$ cat config.mk
export PLATFORM = sky130hd
export DESIGN_NAME = spa_ctrl
export DESIGN_NICKNAME = d
export VERILOG_FILES = /design/src/rtl/spa_pkg.sv /design/src/rtl/spa_ctrl.sv
export SDC_FILE = /design/constraint.sdc
export NUM_CORES = 1
export LEC_CHECK = 0
export BUFFER_PORTS_ARGS = -buffer_cell sky130_fd_sc_hd__buf_2
export CAP_MARGIN = 10
export CORE_MARGIN = 3
export CORE_UTILIZATION = 35
export CTS_CLUSTER_DIAMETER = 80
export DETAILED_ROUTE_END_ITERATION = 8
export PLACE_DENSITY = 0.57
export SYNTH_ARGS = -nofsm -noshare
export SYNTH_HDL_FRONTEND = slang
export SYNTH_SLANG_ARGS = --single-unit
export TNS_END_PERCENT = 10
$ cat constraint.sdc
create_clock -name clk -period 5.4 [get_ports clk]
set_input_delay 1.08 -clock clk [delete_from_list [all_inputs] [get_ports clk]]
set_output_delay 1.08 -clock clk [all_outputs]
set_load 0.03 [all_outputs]
$ cat src/rtl/spa_pkg.sv
// Shared types, codes and constants for the segment pool allocator.
// Used by every rtl file of the block; depends on nothing.
package spa_pkg;

    localparam int unsigned POOL_BYTES_DEF   = 1024 * 1024 * 32;
    localparam int unsigned MAX_SEGMENTS_DEF = 256;

    typedef enum logic [1:0] {
        CMD_FIRST_FIT = 2'd0,
        CMD_SMALL_FIT = 2'd1,
        CMD_RELEASE   = 2'd2,
        CMD_COALESCE  = 2'd3
    } cmd_t;

    typedef enum logic [1:0] {
        ST_OK        = 2'd0,
        ST_NO_FIT    = 2'd1,
        ST_FULL      = 2'd2,
        ST_NOT_FOUND = 2'd3
    } status_t;

    // one table entry; arithmetic on start/size wraps at 32 bits
    typedef struct packed {
        logic [31:0] start;
        logic [31:0] size;
        logic        used;
        logic        mark;
    } seg_entry_t;

    typedef struct packed {
        logic [1:0]  status;
        logic [24:0] granted;
        logic [25:0] free_bytes;
        logic [8:0]  seg_total;
        logic [8:0]  free_seg_total;
    } spa_result_t;

    typedef enum logic [4:0] {
        S_INIT,
        S_IDLE,
        S_AL_RD,
        S_AL_EV,
        S_AL_WR_PICK,
        S_AL_WR_REM,
        S_RL_RD,
        S_RL_EV,
        S_CI_RD,
        S_CI_EV,
        S_CH_RD,
        S_CH_EV,
        S_CA_RD,
        S_CA_EV,
        S_CP_RD,
        S_CP_EV,
        S_DONE
    } spa_state_t;

endpackage

$ cat src/rtl/spa_ctrl.sv
// Command sequencer: walks the segment table one entry per read for every
// command; compares and adds are combinational. Depends on spa_pkg, spa_table port.
module spa_ctrl
    import spa_pkg::*;
#(
    parameter int unsigned POOL_BYTES   = POOL_BYTES_DEF,
    parameter int unsigned MAX_SEGMENTS = MAX_SEGMENTS_DEF,
    localparam int unsigned IDX_W = (MAX_SEGMENTS > 1) ? $clog2(MAX_SEGMENTS) : 1,
    localparam int unsigned CNT_W = $clog2(MAX_SEGMENTS + 1)
) (
    input  logic             clk,
    input  logic             rst_n,
    input  logic             start,
    input  logic [1:0]       command,
    input  logic [25:0]      request_size,
    input  logic [24:0]      release_offset,
    output logic             idle,
    input  logic             load_ok,
    output logic             done,
    output spa_result_t      result,
    output logic             we,
    output logic [IDX_W-1:0] waddr,
    output seg_entry_t       wdata,
    output logic [IDX_W-1:0] raddr,
    input  seg_entry_t       rdata
);

    spa_state_t        state_reg, state_next;
    logic [1:0]        cmd_reg, cmd_next;
    logic [31:0]       req_reg, req_next;
    logic [31:0]       off_reg, off_next;
    logic [CNT_W-1:0]  i_reg, i_next;
    logic [CNT_W-1:0]  j_reg, j_next;
    logic [CNT_W-1:0]  n_reg, n_next;
    logic [CNT_W-1:0]  cnt_reg, cnt_next;
    logic [CNT_W-1:0]  fcnt_reg, fcnt_next;
    logic [31:0]       free_reg, free_next;
    logic [31:0]       cur_start_reg, cur_start_next;
    logic [31:0]       cur_size_reg, cur_size_next;
    logic              found_reg, found_next;
    logic [IDX_W-1:0]  pick_idx_reg, pick_idx_next;
    logic [31:0]       pick_start_reg, pick_start_next;
    logic [31:0]       pick_size_reg, pick_size_next;
    logic [1:0]        status_reg, status_next;
    logic [24:0]       granted_reg, granted_next;

    logic [31:0]       cur_end;
    logic [31:0]       cnt32;
    logic [31:0]       fcnt32;

    assign cur_end = cur_start_reg + cur_size_reg;
    assign cnt32   = 32'(cnt_reg);
    assign fcnt32  = 32'(fcnt_reg);

    always_ff @(posedge clk or negedge rst_n)
    begin
        if (!rst_n)
        begin
            state_reg <= S_INIT;
            cnt_reg   <= CNT_W'(1);
            fcnt_reg  <= CNT_W'(1);
            free_reg  <= 32'(POOL_BYTES);
        end
        else
        begin
            state_reg <= state_next;
            cnt_reg   <= cnt_next;
            fcnt_reg  <= fcnt_next;
            free_reg  <= free_next;
        end
    end

    always_ff @(posedge clk)
    begin
        cmd_reg        <= cmd_next;
        req_reg        <= req_next;
        off_reg        <= off_next;
        i_reg          <= i_next;
        j_reg          <= j_next;
        n_reg          <= n_next;
        cur_start_reg  <= cur_start_next;
        cur_size_reg   <= cur_size_next;
        found_reg      <= found_next;
        pick_idx_reg   <= pick_idx_next;
        pick_start_reg <= pick_start_next;
        pick_size_reg  <= pick_size_next;
        status_reg     <= status_next;
        granted_reg    <= granted_next;
    end

    always_comb
    begin
        state_next      = state_reg;
        cmd_next        = cmd_reg;
        req_next        = req_reg;
        off_next        = off_reg;
        i_next          = i_reg;
        j_next          = j_reg;
        n_next          = n_reg;
        cnt_next        = cnt_reg;
        fcnt_next       = fcnt_reg;
        free_next       = free_reg;
        cur_start_next  = cur_start_reg;
        cur_size_next   = cur_size_reg;
        found_next      = found_reg;
        pick_idx_next   = pick_idx_reg;
        pick_start_next = pick_start_reg;
        pick_size_next  = pick_size_reg;
        status_next     = status_reg;
        granted_next    = granted_reg;
        idle            = 1'b0;
        done            = 1'b0;
        we              = 1'b0;
        waddr           = j_reg[IDX_W-1:0];
        wdata           = rdata;
        raddr           = j_reg[IDX_W-1:0];

        case (state_reg)
            S_INIT:
            begin
                we          = 1'b1;
                waddr       = '0;
                wdata.start = '0;
                wdata.size  = 32'(POOL_BYTES);
                wdata.used  = 1'b0;
                wdata.mark  = 1'b0;
                state_next  = S_IDLE;
            end
            S_IDLE:
            begin
                idle = 1'b1;
                if (start)
                begin
                    cmd_next     = command;
                    req_next     = 32'(request_size);
                    off_next     = 32'(release_offset);
                    j_next       = '0;
                    i_next       = '0;
                    found_next   = 1'b0;
                    status_next  = ST_OK;
                    granted_next = '0;
                    case (command)
                        CMD_FIRST_FIT, CMD_SMALL_FIT:
                        begin
                            if (cnt_reg >= CNT_W'(MAX_SEGMENTS))
                            begin
                                status_next = ST_FULL;
                                state_next  = S_DONE;
                            end
                            else
                            begin
                                state_next = S_AL_RD;
                            end
                        end
                        CMD_RELEASE:   state_next = S_RL_RD;
                        default:       state_next = S_CI_RD;
                    endcase
                end
            end
            S_AL_RD:
            begin
                if (j_reg == cnt_reg)
                begin
                    if (found_reg)
                    begin
                        state_next = S_AL_WR_PICK;
                    end
                    else
                    begin
                        status_next = ST_NO_FIT;
                        state_next  = S_DONE;
                    end
                end
                else
                begin
                    state_next = S_AL_EV;
                end
            end
            S_AL_EV:
            begin
                j_next     = j_reg + 1'b1;
                state_next = S_AL_RD;
                if (!rdata.used && rdata.size >= req_reg &&
                    (!found_reg || rdata.size < pick_size_reg))
                begin
                    found_next      = 1'b1;
                    pick_idx_next   = j_reg[IDX_W-1:0];
                    pick_start_next = rdata.start;
                    pick_size_next  = rdata.size;
                    if (cmd_reg == CMD_FIRST_FIT)
                    begin
                        state_next = S_AL_WR_PICK;
                    end
                end
            end
            S_AL_WR_PICK:
            begin
                we           = 1'b1;
                waddr        = pick_idx_reg;
                wdata.start  = pick_start_reg;
                wdata.size   = req_reg;
                wdata.used   = 1'b1;
                wdata.mark   = 1'b0;
                granted_next = pick_start_reg[24:0];
                free_next    = free_reg - req_reg;
                if (pick_size_reg != req_reg)
                begin
                    state_next = S_AL_WR_REM;
                end
                else
                begin
                    fcnt_next  = fcnt_reg - 1'b1;
                    state_next = S_DONE;
                end
            end
            S_AL_WR_REM:
            begin
                we          = 1'b1;
                waddr       = cnt_reg[IDX_W-1:0];
                wdata.start = pick_start_reg + req_reg;
                wdata.size  = pick_size_reg - req_reg;
                wdata.used  = 1'b0;
                wdata.mark  = 1'b0;
                cnt_next    = cnt_reg + 1'b1;
                state_next  = S_DONE;
            end
            S_RL_RD:
            begin
                if (j_reg == cnt_reg)
                begin
                    status_next = ST_NOT_FOUND;
                    state_next  = S_DONE;
                end
                else
                begin
                    state_next = S_RL_EV;
                end
            end
            S_RL_EV:
            begin
                if (rdata.start == off_reg)
                begin
                    if (rdata.used)
                    begin
                        we         = 1'b1;
                        wdata.used = 1'b0;
                        free_next  = free_reg + rdata.size;
                        fcnt_next  = fcnt_reg + 1'b1;
                    end
                    state_next = S_DONE;
                end
                else
                begin
                    j_next     = j_reg + 1'b1;
                    state_next = S_RL_RD;
                end
            end
            // coalesce: pick a candidate head i
            S_CI_RD:
            begin
                raddr = i_reg[IDX_W-1:0];
                if (i_reg == cnt_reg)
                begin
                    i_next     = '0;
                    n_next     = '0;
                    fcnt_next  = '0;
                    state_next = S_CP_RD;
                end
                else
                begin
                    state_next = S_CI_EV;
                end
            end
            S_CI_EV:
            begin
                cur_start_next = rdata.start;
                cur_size_next  = rdata.size;
                j_next         = '0;
                if (rdata.used || rdata.mark)
                begin
                    i_next     = i_reg + 1'b1;
                    state_next = S_CI_RD;
                end
                else
                begin
                    state_next = S_CH_RD;
                end
            end
            // head check: no other free entry ends where i starts
            S_CH_RD:
            begin
                if (j_reg == cnt_reg)
                begin
                    j_next     = '0;
                    state_next = S_CA_RD;
                end
                else
                begin
                    state_next = S_CH_EV;
                end
            end
            S_CH_EV:
            begin
                if (j_reg != i_reg && !rdata.used &&
                    (rdata.start + rdata.size) == cur_start_reg)
                begin
                    i_next     = i_reg + 1'b1;
                    state_next = S_CI_RD;
                end
                else
                begin
                    j_next     = j_reg + 1'b1;
                    state_next = S_CH_RD;
                end
            end
            // absorb: first unmarked free entry starting at the current end
            S_CA_RD:
            begin
                if (j_reg == cnt_reg)
                begin
                    we          = 1'b1;
                    waddr       = i_reg[IDX_W-1:0];
                    wdata.start = cur_start_reg;
                    wdata.size  = cur_size_reg;
                    wdata.used  = 1'b0;
                    wdata.mark  = 1'b0;
                    i_next      = i_reg + 1'b1;
                    state_next  = S_CI_RD;
                end
                else
                begin
                    state_next = S_CA_EV;
                end
            end
            S_CA_EV:
            begin
                state_next = S_CA_RD;
                if (j_reg != i_reg && !rdata.mark && !rdata.used &&
                    rdata.start == cur_end)
                begin
                    we            = 1'b1;
                    wdata.mark    = 1'b1;
                    cur_size_next = cur_size_reg + rdata.size;
                    j_next        = '0;
                end
                else
                begin
                    j_next = j_reg + 1'b1;
                end
            end
            // compaction: drop marked entries, keep order
            S_CP_RD:
            begin
                raddr = i_reg[IDX_W-1:0];
                if (i_reg == cnt_reg)
                begin
                    cnt_next   = n_reg;
                    state_next = S_DONE;
                end
                else
                begin
                    state_next = S_CP_EV;
                end
            end
            S_CP_EV:
            begin
                i_next     = i_reg + 1'b1;
                state_next = S_CP_RD;
                if (!rdata.mark)
                begin
                    we     = 1'b1;
                    waddr  = n_reg[IDX_W-1:0];
                    n_next = n_reg + 1'b1;
                    if (!rdata.used)
                    begin
                        fcnt_next = fcnt_reg + 1'b1;
                    end
                end
            end
            S_DONE:
            begin
                if (load_ok)
                begin
                    done       = 1'b1;
                    state_next = S_IDLE;
                end
            end
            default:
            begin
                state_next = S_IDLE;
            end
        endcase
    end

    assign result.status         = status_reg;
    assign result.granted        = granted_reg;
    assign result.free_bytes     = free_reg[25:0];
    assign result.seg_total      = cnt32[8:0];
    assign result.free_seg_total = fcnt32[8:0];

endmodule

==> metrics.txt <==
status complete, but fails checks; failing checks setup timing; Post-Syn Nets 3171; Setup CP Type flip-flop to output pin; worst min-delay path class flip-flop to flip-flop; max-cap viol count 0; EDFF count, synth 244; Clock Root Buffer clkbuf_16; synth unique cells 89; worst slew pin tran 1.092 ns; ys flop type edfxtp_1; met3 Usage GRT 0.05355; unrepaired setup endpoints after global routing true; Max Freq 174.0 MHz; number of global-route vias before repair 22558; met2 Use GR 0.4294; Power Dens Cells 524.4 nW/um2; IO Port Bufs 278; Async S/R FF share, synth 0.1672; #FFs+latches synth 293; crit path max fanout 4; routed len/inst 24.53 um; Synthesis Warnings 0; Layout Skew 0.02877 ns; Via density 5.741; die area 75250 um2; GR met1 Demand/Resource 0.3544; Post-Syn Area per Cell 8.993 um2; CTS clk-pin slew, worst paths 0.06 ns; die extent in y 274.3 um; routed vias 24240; TritonCTS clock tree done; mapped cell area 25200 um2; Final Setup Violations 8; core area 70640 um2; Final Hold Vio Count 0; relative slew slack 0.2706; worst hold start free_reg[9]; Lkg Pwr 13.21 nW; final hold slack 0.5133 ns; routability congestion estimate 0.9685; fraction of layout cells with a size suffix above 1 0.2143; final setup margin -0.3484 ns; synth-to-layout area growth 23.28%; # rows 97; Worst setup EP type output pin; Post-DRT Antenna Nets 0; max-slew violations 0; post-DP HPWL 82.96 mm; CTS Buf Count 43; first-pass GRT wire length 149.8 mm; H-tree levels 2; Initial Utilization 0.3568; num ports 279; clk_lat worst skew 0.59 ns; Syn Inst Count 2802; clock sink count 293; GRT Max-Usage Layer met2; sequential area share after synthesis 0.3396; WP data required 4.32 ns; arrival time worst endpoint 4.67 ns; first drt pass iteration count 9; CP Launch Point cur_size_reg[12]; CP startpoint kind flip-flop; maximum vdd drop 480.1 uV; total wire length 103.5 mm; initial antenna violation count 6; worst r2r src req_reg[2]; maximum root-to-sink buffer count 3; die width 274.3 um; Worst R2R Setup Slack 0.57 ns; Final min period 5.748 ns; largest net degree at the start of global routing 63; Tot Pwr 0.01629 W; final period utilization 1.065; GRT Residual Overflow 0; number of remaining DRC errors 0; total track usage 0.2674; DRT iter0 DRCs 2619; nets 3616
==> cell usage in the layout (no fill, tap or decap), drive strengths merged, types with 7 or more instances in the layout <==
cell and count:
inv 123, nor3 74, ha 239, o21ai 230, and2 44, nand3 72, nor2 184, o21a 30
a211oi 19, or2 8, mux2i 17, buf 505, fa 7, a21o 96, o31a 7, nand2b 41
o31ai 17, o21bai 22, nand4 57, o22ai 13, a31oi 28, xnor2 143, a2111oi 12, and3 30
nor4 36, clkinv 14, clkbuf 60, a222oi 41, xor2 131, a21oi 196, o211ai 23, or3 12
dfrtp 46, mux2 19, a221oi 32, nand2 275, edfxtp 244, nor2b 28
==> area by class of cell <==
class / count / area, um2
clock buffer: 57 / 1211
inverter: 121 / 454.2
clock inverter: 21 / 193.9
tap: 940 / 1176
antenna: 2 / 5.005
sequential: 293 / 8557
fill: 7108 / 39570
multi-input combinational: 2280 / 16210
timing repair buffer: 508 / 3259
==> metal layers <==
layer,share of wire,routed length (um)
met1,0.42,43530
met2,0.45,46510
met3,0.087,8995
met4,0.043,4490
met5,0.00020,21
==> where the power goes <==
group | switching (W) | total [W] | internal [W]
Clock | 0.00116 | 0.00287 | 0.00172
Sequential | 0.000621 | 0.00380 | 0.00318
Combinational | 0.00594 | 0.00962 | 0.00368
Total | 0.00772 | 0.0163 | 0.00858
==> cells by family after synthesis <==
family / count (synthesis) / share of synthesized area
compound gates: 832 / 0.2165
xor+xnor: 275 / 0.09613
fa+ha+maj: 246 / 0.1242
buf+inv: 229 / 0.03630
flops: 293 / 0.3396
mux: 36 / 0.01524
simple gates: 891 / 0.1720
==> timing repair <==
item,CTS,global route
gates cloned,0,0
pin swaps,12,6
hold buffers,0,0
setup buffers,4,3
resized for setup,56,50
endpoints found under the setup margin,25,27
==> synth_stat cells (5+ instances only) <==
master / n / share of area
or3_1: 12 / 0.0030
nand2b_1: 41 / 0.010
xor2_1: 131 / 0.046
a2111oi_0: 11 / 0.0038
buf_1: 5 / 0.00074
nor3b_1: 6 / 0.0018
o211ai_1: 22 / 0.0066
nor2b_1: 28 / 0.0070
or2_2: 8 / 0.0020
nor4_1: 36 / 0.0089
clkbuf_1: 91 / 0.014
a21o_1: 96 / 0.029
o31ai_1: 17 / 0.0051
nand3_1: 71 / 0.014
o31a_1: 7 / 0.0024
a222oi_1: 41 / 0.016
xnor2_1: 143 / 0.050
o21a_1: 29 / 0.0086
a31oi_1: 27 / 0.0067
a211oi_1: 19 / 0.0057
o22ai_1: 13 / 0.0032
and2_1: 44 / 0.011
and3_1: 30 / 0.0074
nand2_1: 275 / 0.041
nand4_1: 56 / 0.014
a221oi_1: 32 / 0.011
o21ai_0: 219 / 0.043
mux2_2: 19 / 0.0085
buf_6: 6 / 0.0027
nor2_1: 184 / 0.027
ha_1: 239 / 0.12
o2111ai_1: 6 / 0.0021
a21oi_1: 194 / 0.039
nor3_1: 74 / 0.015
fa_1: 7 / 0.0056
a21boi_0: 6 / 0.0018
inv_1: 121 / 0.018
o21ai_1: 10 / 0.0020
a22oi_1: 5 / 0.0015
o21bai_1: 22 / 0.0066
mux2i_1: 17 / 0.0068
nand4b_1: 5 / 0.0017
edfxtp_1: 244 / 0.29
dfrtp_1: 46 / 0.046
a221o_1: 5 / 0.0020
==> worst max-delay path, stage by stage, from the launching register on <==
cell      delay, ns
edfxtp_1       0.49
ha_1           0.31
a21o_1         0.24
a21o_1         0.19
a21oi_2        0.24
o21ai_0        0.24
a222oi_1       0.41
o21ai_1        0.19
nor4_1         0.27
nand2_1        0.10
nor4b_2        0.23
nand4b_1       0.26
or4_4          0.64
nand3_2        0.12
buf_6          0.14
==> through the flow <==
step	instances	cell area (um2)	setup WS, ns	setup TNS [ns]	utilization
finish	4222	31060	-0.3484	-1.888	0.4398
global route	4220	31060	-0.4832	-4.231	0.4397
CTS	4217	30790	-0.3412	-1.840	0.4358
detailed placement	4135	29170	-0.1747	-0.3381	0.4129
global placement	4135	29170	-0.2193	-0.4266	0.4129
floorplan	2802	25200	0.1501	0	-
==> final timing paths <==
check / endpoint / depth (start not counted)
worst min register to register: free_reg[9] / 2
worst max-delay path: we / 14
worst min-delay path: free_reg[9] / 2
min in group asynchronous: fcnt_reg[5] / 2
worst max register to register: free_reg[22] / 17
max in group asynchronous: free_reg[12] / 2
(Power assumes the default switching activity.)
